<file path="config.mk">
export PLATFORM = sky130hd
export DESIGN_NAME = paged_token_block_chain_hasher
export DESIGN_NICKNAME = d
export VERILOG_FILES = /design/src/sv/ptbch_pkg.sv /design/src/sv/paged_token_block_chain_hasher.sv
export SDC_FILE = /design/constraint.sdc
export NUM_CORES = 2
export LEC_CHECK = 0
export ABC_AREA = 1
export BUFFER_PORTS_ARGS = -buffer_cell sky130_fd_sc_hd__buf_2
export CORE_MARGIN = 3
export CORE_UTILIZATION = 55
export DETAILED_ROUTE_END_ITERATION = 12
export PLACE_DENSITY = 0.72
export SLEW_MARGIN = 10
export SYNTH_ARGS = -nofsm -noshare
export SYNTH_HDL_FRONTEND = slang
export SYNTH_SLANG_ARGS = --single-unit
</file>
<file path="constraint.sdc">
create_clock -name clk -period 11 [get_ports clk]
set_input_delay 2.2 -clock clk [delete_from_list [all_inputs] [get_ports clk]]
set_output_delay 2.2 -clock clk [all_outputs]
set_load 0.05 [all_outputs]
</file>
<file path="src/sv/ptbch_pkg.sv">
// Package for the paged token block chain hasher.
// Holds the result kind codes, the FNV-1a constants and the byte fold function.
// No dependencies.
package ptbch_pkg;

    // Default sizes handed to the top level parameters.
    localparam int DEF_MAX_BLOCKS    = 64;
    localparam int DEF_BLOCK_ID_BITS = 12;

    // Fixed field widths of the request and result payloads.
    localparam int ID_FIELD_W = 12;
    localparam int SIZE_W     = 9;
    localparam int TOKEN_W    = 32;
    localparam int HASH_W     = 64;

    // Block size limits and the reset value of the register.
    localparam logic [SIZE_W-1:0] SIZE_MIN   = 9'd1;
    localparam logic [SIZE_W-1:0] SIZE_MAX   = 9'd256;
    localparam logic [SIZE_W-1:0] SIZE_RESET = 9'd16;

    // Request commands.
    localparam logic CMD_APPEND = 1'b0;
    localparam logic CMD_RESET  = 1'b1;

    // FNV-1a 64-bit offset basis. The prime 0x100000001b3 is applied as
    // shifts and adds in fnv_fold_byte.
    localparam logic [HASH_W-1:0] FNV_BASIS = 64'hcbf2_9ce4_8422_2325;

    // Result kinds.
    typedef enum logic [1:0] {
        KIND_REJECT  = 2'd0,
        KIND_ACCEPT  = 2'd1,
        KIND_RELEASE = 2'd2,
        KIND_EMPTY   = 2'd3
    } kind_t;

    // One FNV-1a step: xor the byte, then multiply by 2^40 + 0x1b3.
    // 0x1b3 has bits 8, 7, 5, 4, 1 and 0 set.
    function automatic logic [HASH_W-1:0] fnv_fold_byte(
        input logic [HASH_W-1:0] h,
        input logic [7:0]        b
    );
        logic [HASH_W-1:0] x;
        x = h ^ {56'd0, b};
        return (x << 40) + (x << 8) + (x << 7) + (x << 5) + (x << 4) + (x << 1) + x;
    endfunction

endpackage

</file>
<file path="src/sv/paged_token_block_chain_hasher.sv">
// Top level of the paged token block chain hasher.
// Holds the sequencer, the running hash and the block table memory.
// Depends on ptbch_pkg.
//
//  Channel  Direction  Handshake               Payload
//  in       request    in_valid / in_ready     cmd, token_id, pool_has_block,
//                                              offered_block_id
//  out      result     out_valid / out_ready   kind, took_block, sealed, block_id,
//                                              block_hash, last
//  cfg      write      cfg_valid / cfg_ready   cfg_data (block size)
//
// An append folds the four token bytes into the hash, one byte per cycle in the
// single fold unit, then loads the result register and returns to idle.
// A rejected append or a reset with nothing held passes through a short state
// that loads the result register, then returns to idle.
// A reset that releases blocks makes one table read per released block and loads
// each release result from the registered read data.
// A request is accepted only while the sequencer is idle; a result waiting in
// the output register stalls the sequencer, not the acceptance of the next request.
// Reset is asynchronous; the block table needs no clearing pass.
module paged_token_block_chain_hasher
    import ptbch_pkg::*;
#(
    parameter int MAX_BLOCKS    = DEF_MAX_BLOCKS,
    parameter int BLOCK_ID_BITS = DEF_BLOCK_ID_BITS
)
(
    input  logic                     clk,
    input  logic                     rst_n,
    // Configuration write channel.
    input  logic                     cfg_valid,
    output logic                     cfg_ready,
    input  logic [SIZE_W-1:0]        cfg_data,
    // Request channel.
    input  logic                     in_valid,
    output logic                     in_ready,
    input  logic                     cmd,
    input  logic signed [TOKEN_W-1:0] token_id,
    input  logic                     pool_has_block,
    input  logic [ID_FIELD_W-1:0]    offered_block_id,
    // Result channel.
    output logic                     out_valid,
    input  logic                     out_ready,
    output logic [1:0]               kind,
    output logic                     took_block,
    output logic                     sealed,
    output logic [ID_FIELD_W-1:0]    block_id,
    output logic [HASH_W-1:0]        block_hash,
    output logic                     last
);

    // Stored id width: the offered id masked to BLOCK_ID_BITS and to the field.
    localparam int ID_W   = (BLOCK_ID_BITS < ID_FIELD_W) ? BLOCK_ID_BITS : ID_FIELD_W;
    localparam int CNT_W  = $clog2(MAX_BLOCKS + 1);
    localparam int IDX_W  = (MAX_BLOCKS > 1) ? $clog2(MAX_BLOCKS) : 1;

    typedef enum logic [2:0] {
        S_IDLE,
        S_SHORT,
        S_HASH,
        S_APPEND,
        S_REL_ADDR,
        S_REL_DATA
    } state_t;

    state_t              state_reg, state_next;
    logic [SIZE_W-1:0]   cfg_size_reg, cfg_size_next;
    logic [HASH_W-1:0]   hash_reg, hash_next;
    logic [SIZE_W-1:0]   tokens_reg, tokens_next;
    logic [CNT_W-1:0]    held_reg, held_next;
    logic [CNT_W-1:0]    rel_idx_reg, rel_idx_next;
    logic [1:0]          byte_idx_reg, byte_idx_next;
    logic [TOKEN_W-1:0]  tok_reg, tok_next;
    logic                took_reg, took_next;
    kind_t               short_kind_reg, short_kind_next;

    logic                out_valid_reg, out_valid_next;
    kind_t               kind_reg, kind_next;
    logic                took_out_reg, took_out_next;
    logic                sealed_reg, sealed_next;
    logic [ID_FIELD_W-1:0] id_out_reg, id_out_next;
    logic [HASH_W-1:0]   hash_out_reg, hash_out_next;
    logic                last_reg, last_next;

    // Block table memory and its port signals.
    logic [ID_W-1:0]     table_mem [MAX_BLOCKS];
    logic                mem_we;
    logic [IDX_W-1:0]    mem_waddr;
    logic [ID_W-1:0]     mem_wdata;
    logic [IDX_W-1:0]    mem_raddr;
    logic [ID_W-1:0]     rd_data_reg;

    logic                out_free;
    logic                in_accept;
    logic [SIZE_W-1:0]   size_eff;
    logic [SIZE_W-1:0]   tokens_inc;
    logic [CNT_W-1:0]    held_m1;
    logic [CNT_W-1:0]    rel_idx_inc;
    logic                table_full;

    assign cfg_ready  = 1'b1;
    assign in_ready   = (state_reg == S_IDLE);
    assign in_accept  = in_valid && in_ready;
    assign out_free   = !out_valid_reg || out_ready;

    assign out_valid  = out_valid_reg;
    assign kind       = kind_reg;
    assign took_block = took_out_reg;
    assign sealed     = sealed_reg;
    assign block_id   = id_out_reg;
    assign block_hash = hash_out_reg;
    assign last       = last_reg;

    // Clamp the block size register into its legal range.
    always_comb
    begin
        if (cfg_size_reg == '0)
            size_eff = SIZE_MIN;
        else if (cfg_size_reg > SIZE_MAX)
            size_eff = SIZE_MAX;
        else
            size_eff = cfg_size_reg;
    end

    assign tokens_inc  = tokens_reg + SIZE_W'(1);
    assign held_m1     = held_reg - CNT_W'(1);
    assign rel_idx_inc = rel_idx_reg + CNT_W'(1);
    assign table_full  = (held_reg >= CNT_W'(MAX_BLOCKS));

    // The read address follows the open block while an append is in work,
    // and the release index otherwise.
    assign mem_raddr = ((state_reg == S_HASH) || (state_reg == S_APPEND))
                       ? held_m1[IDX_W-1:0] : rel_idx_reg[IDX_W-1:0];

    // Block table: one write port, one registered read port.
    always_ff @(posedge clk)
    begin
        if (mem_we)
            table_mem[mem_waddr] <= mem_wdata;
        rd_data_reg <= table_mem[mem_raddr];
    end

    // Sequencer next-state logic.
    always_comb
    begin
        state_next      = state_reg;
        cfg_size_next   = cfg_size_reg;
        hash_next       = hash_reg;
        tokens_next     = tokens_reg;
        held_next       = held_reg;
        rel_idx_next    = rel_idx_reg;
        byte_idx_next   = byte_idx_reg;
        tok_next        = tok_reg;
        took_next       = took_reg;
        short_kind_next = short_kind_reg;

        out_valid_next  = out_valid_reg && !out_ready;
        kind_next       = kind_reg;
        took_out_next   = took_out_reg;
        sealed_next     = sealed_reg;
        id_out_next     = id_out_reg;
        hash_out_next   = hash_out_reg;
        last_next       = last_reg;

        mem_we    = 1'b0;
        mem_waddr = held_reg[IDX_W-1:0];
        mem_wdata = offered_block_id[ID_W-1:0];

        if (cfg_valid && cfg_ready)
            cfg_size_next = cfg_data;

        case (state_reg)
            S_IDLE:
            begin
                if (in_accept)
                begin
                    tok_next = token_id;
                    if (cmd == CMD_RESET)
                    begin
                        // Reset the sequence; the held count drives the release loop.
                        hash_next    = FNV_BASIS;
                        tokens_next  = '0;
                        rel_idx_next = '0;
                        if (held_reg == '0)
                        begin
                            short_kind_next = KIND_EMPTY;
                            state_next      = S_SHORT;
                        end
                        else
                        begin
                            state_next = S_REL_ADDR;
                        end
                    end
                    else if ((tokens_reg == '0) && (!pool_has_block || table_full))
                    begin
                        short_kind_next = KIND_REJECT;
                        state_next      = S_SHORT;
                    end
                    else
                    begin
                        // A new block takes the offered id into the table.
                        took_next = (tokens_reg == '0);
                        if (tokens_reg == '0)
                        begin
                            mem_we    = 1'b1;
                            held_next = held_reg + CNT_W'(1);
                        end
                        byte_idx_next = '0;
                        state_next    = S_HASH;
                    end
                end
            end

            S_SHORT:
            begin
                if (out_free)
                begin
                    out_valid_next = 1'b1;
                    kind_next      = short_kind_reg;
                    took_out_next  = 1'b0;
                    sealed_next    = 1'b0;
                    id_out_next    = '0;
                    hash_out_next  = '0;
                    last_next      = 1'b1;
                    state_next     = S_IDLE;
                end
            end

            S_HASH:
            begin
                // Fold one token byte per cycle, least significant first.
                hash_next     = fnv_fold_byte(hash_reg, tok_reg[byte_idx_reg*8 +: 8]);
                byte_idx_next = byte_idx_reg + 2'd1;
                if (byte_idx_reg == 2'd3)
                    state_next = S_APPEND;
            end

            S_APPEND:
            begin
                if (out_free)
                begin
                    out_valid_next = 1'b1;
                    kind_next      = KIND_ACCEPT;
                    took_out_next  = took_reg;
                    last_next      = 1'b1;
                    if (tokens_inc >= size_eff)
                    begin
                        // The block is full: report its id and chained hash.
                        sealed_next   = 1'b1;
                        id_out_next   = ID_FIELD_W'(rd_data_reg);
                        hash_out_next = hash_reg;
                        tokens_next   = '0;
                    end
                    else
                    begin
                        sealed_next   = 1'b0;
                        id_out_next   = '0;
                        hash_out_next = '0;
                        tokens_next   = tokens_inc;
                    end
                    state_next = S_IDLE;
                end
            end

            S_REL_ADDR:
            begin
                state_next = S_REL_DATA;
            end

            S_REL_DATA:
            begin
                if (out_free)
                begin
                    out_valid_next = 1'b1;
                    kind_next      = KIND_RELEASE;
                    took_out_next  = 1'b0;
                    sealed_next    = 1'b0;
                    id_out_next    = ID_FIELD_W'(rd_data_reg);
                    hash_out_next  = '0;
                    last_next      = (rel_idx_inc == held_reg);
                    if (rel_idx_inc == held_reg)
                    begin
                        held_next  = '0;
                        state_next = S_IDLE;
                    end
                    else
                    begin
                        rel_idx_next = rel_idx_inc;
                        state_next   = S_REL_ADDR;
                    end
                end
            end

            default:
            begin
                state_next = S_IDLE;
            end
        endcase
    end

    // State and registered outputs.
    always_ff @(posedge clk or negedge rst_n)
    begin
        if (!rst_n)
        begin
            state_reg      <= S_IDLE;
            cfg_size_reg   <= SIZE_RESET;
            hash_reg       <= FNV_BASIS;
            tokens_reg     <= '0;
            held_reg       <= '0;
            rel_idx_reg    <= '0;
            byte_idx_reg   <= '0;
            tok_reg        <= '0;
            took_reg       <= 1'b0;
            short_kind_reg <= KIND_REJECT;
            out_valid_reg  <= 1'b0;
            kind_reg       <= KIND_REJECT;
            took_out_reg   <= 1'b0;
            sealed_reg     <= 1'b0;
            id_out_reg     <= '0;
            hash_out_reg   <= '0;
            last_reg       <= 1'b0;
        end
        else
        begin
            state_reg      <= state_next;
            cfg_size_reg   <= cfg_size_next;
            hash_reg       <= hash_next;
            tokens_reg     <= tokens_next;
            held_reg       <= held_next;
            rel_idx_reg    <= rel_idx_next;
            byte_idx_reg   <= byte_idx_next;
            tok_reg        <= tok_next;
            took_reg       <= took_next;
            short_kind_reg <= short_kind_next;
            out_valid_reg  <= out_valid_next;
            kind_reg       <= kind_next;
            took_out_reg   <= took_out_next;
            sealed_reg     <= sealed_next;
            id_out_reg     <= id_out_next;
            hash_out_reg   <= hash_out_next;
            last_reg       <= last_next;
        end
    end

endmodule

</file>
==> summary.md <==
| Metric | Value |
|---|---|
| Die area | 103900 µm² |
| Crit path required time | 11.54 ns |
| Unrepaired setup endpoints after global routing | false |
| RD Place Congestion | 1.034 |
| Final period util | 58.43% |
| Synthesized area per cell | 9.183 µm² |
| Post-DRT Antenna Nets | 0 |
| Dpl hpwl | 104100 µm |
| Worst Clk Skew | 0.05602 ns |
| DRC Markers | 0 |
| Hold Violations, Final | 0 |
| Vias in the first global route | 39200 |
| Largest net degree at the start of global routing | 181 |
| Initial antenna violation count | 5 |
| Reg2reg path depth | 19 |
| Syn Inst Count | 5996 |
| Synth cell count leaders | 1441 x nand2_1, 1307 x inv_1, 945 x nand3_1, 768 x edfxtp_1, 245 x fa_1 |
| Hold path depth | 2 |
| Placed cells | 7253 |
| Initial core utilization | 55.70% |
| Post-synth EDFFs | 768 |
| Compound-Gate Fraction of Synth Area | 3.509% |
| CTS Hold Buffers Added | 0 |
| Critical path class | flop to flop |
| Max Slew Vio Count | 0 |
| Htree depth | 3 |
| IO Port Bufs | 142 |
| Die W | 322.4 µm |
| Worst Max-Slew Pin Slew | 1.255 ns |
| Clk Latency, worst-skew pair | 0.72 ns |
| Synth Register Bits | 997 |
| Die outline height | 322.4 µm |
| Root Driver | clkbuf_16 |
| Clock period minus final worst setup slack | 6.428 ns |
| Clock-pin slew on the worst setup and hold paths | 0.06 ns |
| Maximum fanout along the worst path | 18 |
| Mean number of vias per cell | 5.483 |
| Gr ovfl total | 0 |
| Row Count | 115 |
| Share of layout cells above drive strength 1 | 6.801% |
| Final nets | 6503 |
| Net count after synthesis | 6427 |
| Max Buffers Root-to-Sink | 3 |
| Post-synthesis xor/xnor area fraction | 0.7317% |
| Crit path largest cell delay | 0.73 ns |
| Total CTS buffers | 104 |
| P&R area growth vs syn | 9.701% |
| Type of origin of the critical path | flop |
| Ports | 144 |
| Via Count | 40840 |
| Cell Count, Final, Fillers Out | 7449 |
| Drt first-iter violations | 4450 |
| Post-synth ARST share | 21.77% |
| CORE AREA | 98850 µm² |
| FMAX | 155.6 MHz |
| Arr. time, crit path | 6.96 ns |
| TritonCTS clock tree | yes |
| Mapped cell area | 55060 µm² |
| Status | finished, final reports clean |
| Clk sink count | 997 |
| Synth top area cells | edfxtp_1 42%, nand2_1 9.8%, inv_1 8.9% |
| Worst min-delay path class | flop to flop |
| Mux cell area share after synthesis | 0.1432% |
| Most common flop cell mapped by yosys | edfxtp_1 |
| Resize count post-CTS | 0 |
| Post-Synth Simple-Gate Area | 20.72% |
| Final setup TNS | 0 ns |
| Drt wl/cell | 20.81 µm |
| Max reg flops | 768 |
| Slowest library cell on the worst path | xor2_1 |
| Largest area contributor in the netlist | edfxtp_1 |
| Yosys top cell area share | 41.89% |
| # setup viols final | 0 |
| Drt total wl | 155000 µm |
| Post-CTS setup buffers | 0 |
| Largest family of logic cells by synthesized area | simple AND/OR/NAND/NOR gates |
| Slew HR | 16.00% |
| Total track usage | 29.99% |
| Most common cell in the synthesized netlist | nand2_1 |
| Post-synthesis sequential area ratio | 52.25% |
| First-pass GRT wire length | 235400 µm |
| Syn. warnings | 0 |
| Drt pass-1 iters | 6 |
| Maxcap violations | 0 |
| Crit. End Element | flop |
| Distinct cell type count after synthesis | 47 |
| Adder-cell area share of the yosys netlist | 11.77% |
| Crit path cell chain | clkinv_1, nand2_1, a32o_1, xor2_1, inv_1, fa_1, inv_1, fa_1, fa_1, ha_1, ha_1, a21oi_1, nor2_1, nor2_1, nand3_1, nand2_1, nand2_1, o21ai_0, o21ai_0 |
==> layout by cell type, fill, tap and decap left out, types with 8 or more instances in the layout <==
master / count
clkinvlp_4: 9
o21ai_0: 179
dfstp_2: 29
nor2_1: 220
ha_1: 126
clkbuf_8: 10
o22ai_1: 26
buf_4: 46
nand4_1: 27
xor2_1: 38
dfrtp_1: 188
edfxtp_1: 768
nor3_1: 17
a21oi_1: 106
dfxtp_1: 12
fa_1: 245
clkinv_1: 20
xnor2_1: 8
nand2_1: 1440
bufinv_16: 13
clkinv_2: 15
buf_2: 141
clkbuf_16: 107
o21ai_1: 20
inv_1: 1307
inv_2: 8
clkbuf_1: 21
nand3_1: 944
==> cell families after synthesis <==
kind of cell,Yosys count
and+or+nand+nor,2676
buffers and inverters,1539
DFF,997
adders and majority gates,371
AOI/OAI and AO/OA,359
xor gates and xnor gates,46
muxes,7
other,1
==> final timing paths <==
path | slack [ns] | to | from
max | 4.57 | hash_reg[23] | byte_idx_reg[0]
min | 0.41 | block_id[2] | rd_data_reg[2]
max reg2reg | 4.57 | hash_reg[23] | byte_idx_reg[0]
min reg2reg | 0.41 | block_id[2] | rd_data_reg[2]
max in group asynchronous | 7.28 | block_hash[50] | rst_n
min in group asynchronous | 1.56 | tokens_reg[6] | rst_n
==> metal layers <==
| metal | share of wire (%) | vias up | GRT usage [%] | wire (µm) |
|---|---|---|---|---|
| li1 | - | 19120 | - | - |
| met1 | 41 | 19530 | 40.99 | 63120 |
| met2 | 46 | 1856 | 47.66 | 71440 |
| met3 | 8.6 | 335 | 5.383 | 13250 |
| met4 | 4.6 | 4 | 12.59 | 7170 |
| met5 | 0.017 | - | 0 | 27 |
==> through the flow <==
step                utilization (%)  hold WS (ns)  setup WS [ns]  instance area (µm²)
CTS                           61.09        0.4022          4.737                60390
global placement              57.46        0.4309          4.929                56800
floorplan                         -        0.4231          5.943                55060
finish                        61.10        0.4059          4.572                60400
global route                  61.10        0.4368          4.013                60400
detailed placement            57.46        0.4340          4.781                56800
==> critical path: cells and delay by family, from the launching register on <==
kind            cells  cell delay [ns]
xor+xnor            1             0.73
buf+inv             3             0.82
flops               1             0.66
fa+ha+maj           5             2.07
compound gates      4             1.07
simple gates        6             0.92
==> cell type report <==
type,instances,area (µm²)
fillers,8120,38450
flip-flops and latches,997,28770
multi-input cells,3460,20380
inverters,1319,4951
clock buffers,138,2894
well taps,1287,1610
repair buffers,190,1106
clock inverters,57,691.9
diodes,1,2.502
Power is not shown: default switching activity piles up to over one toggle a cycle in this logic, so the estimate is an artifact.
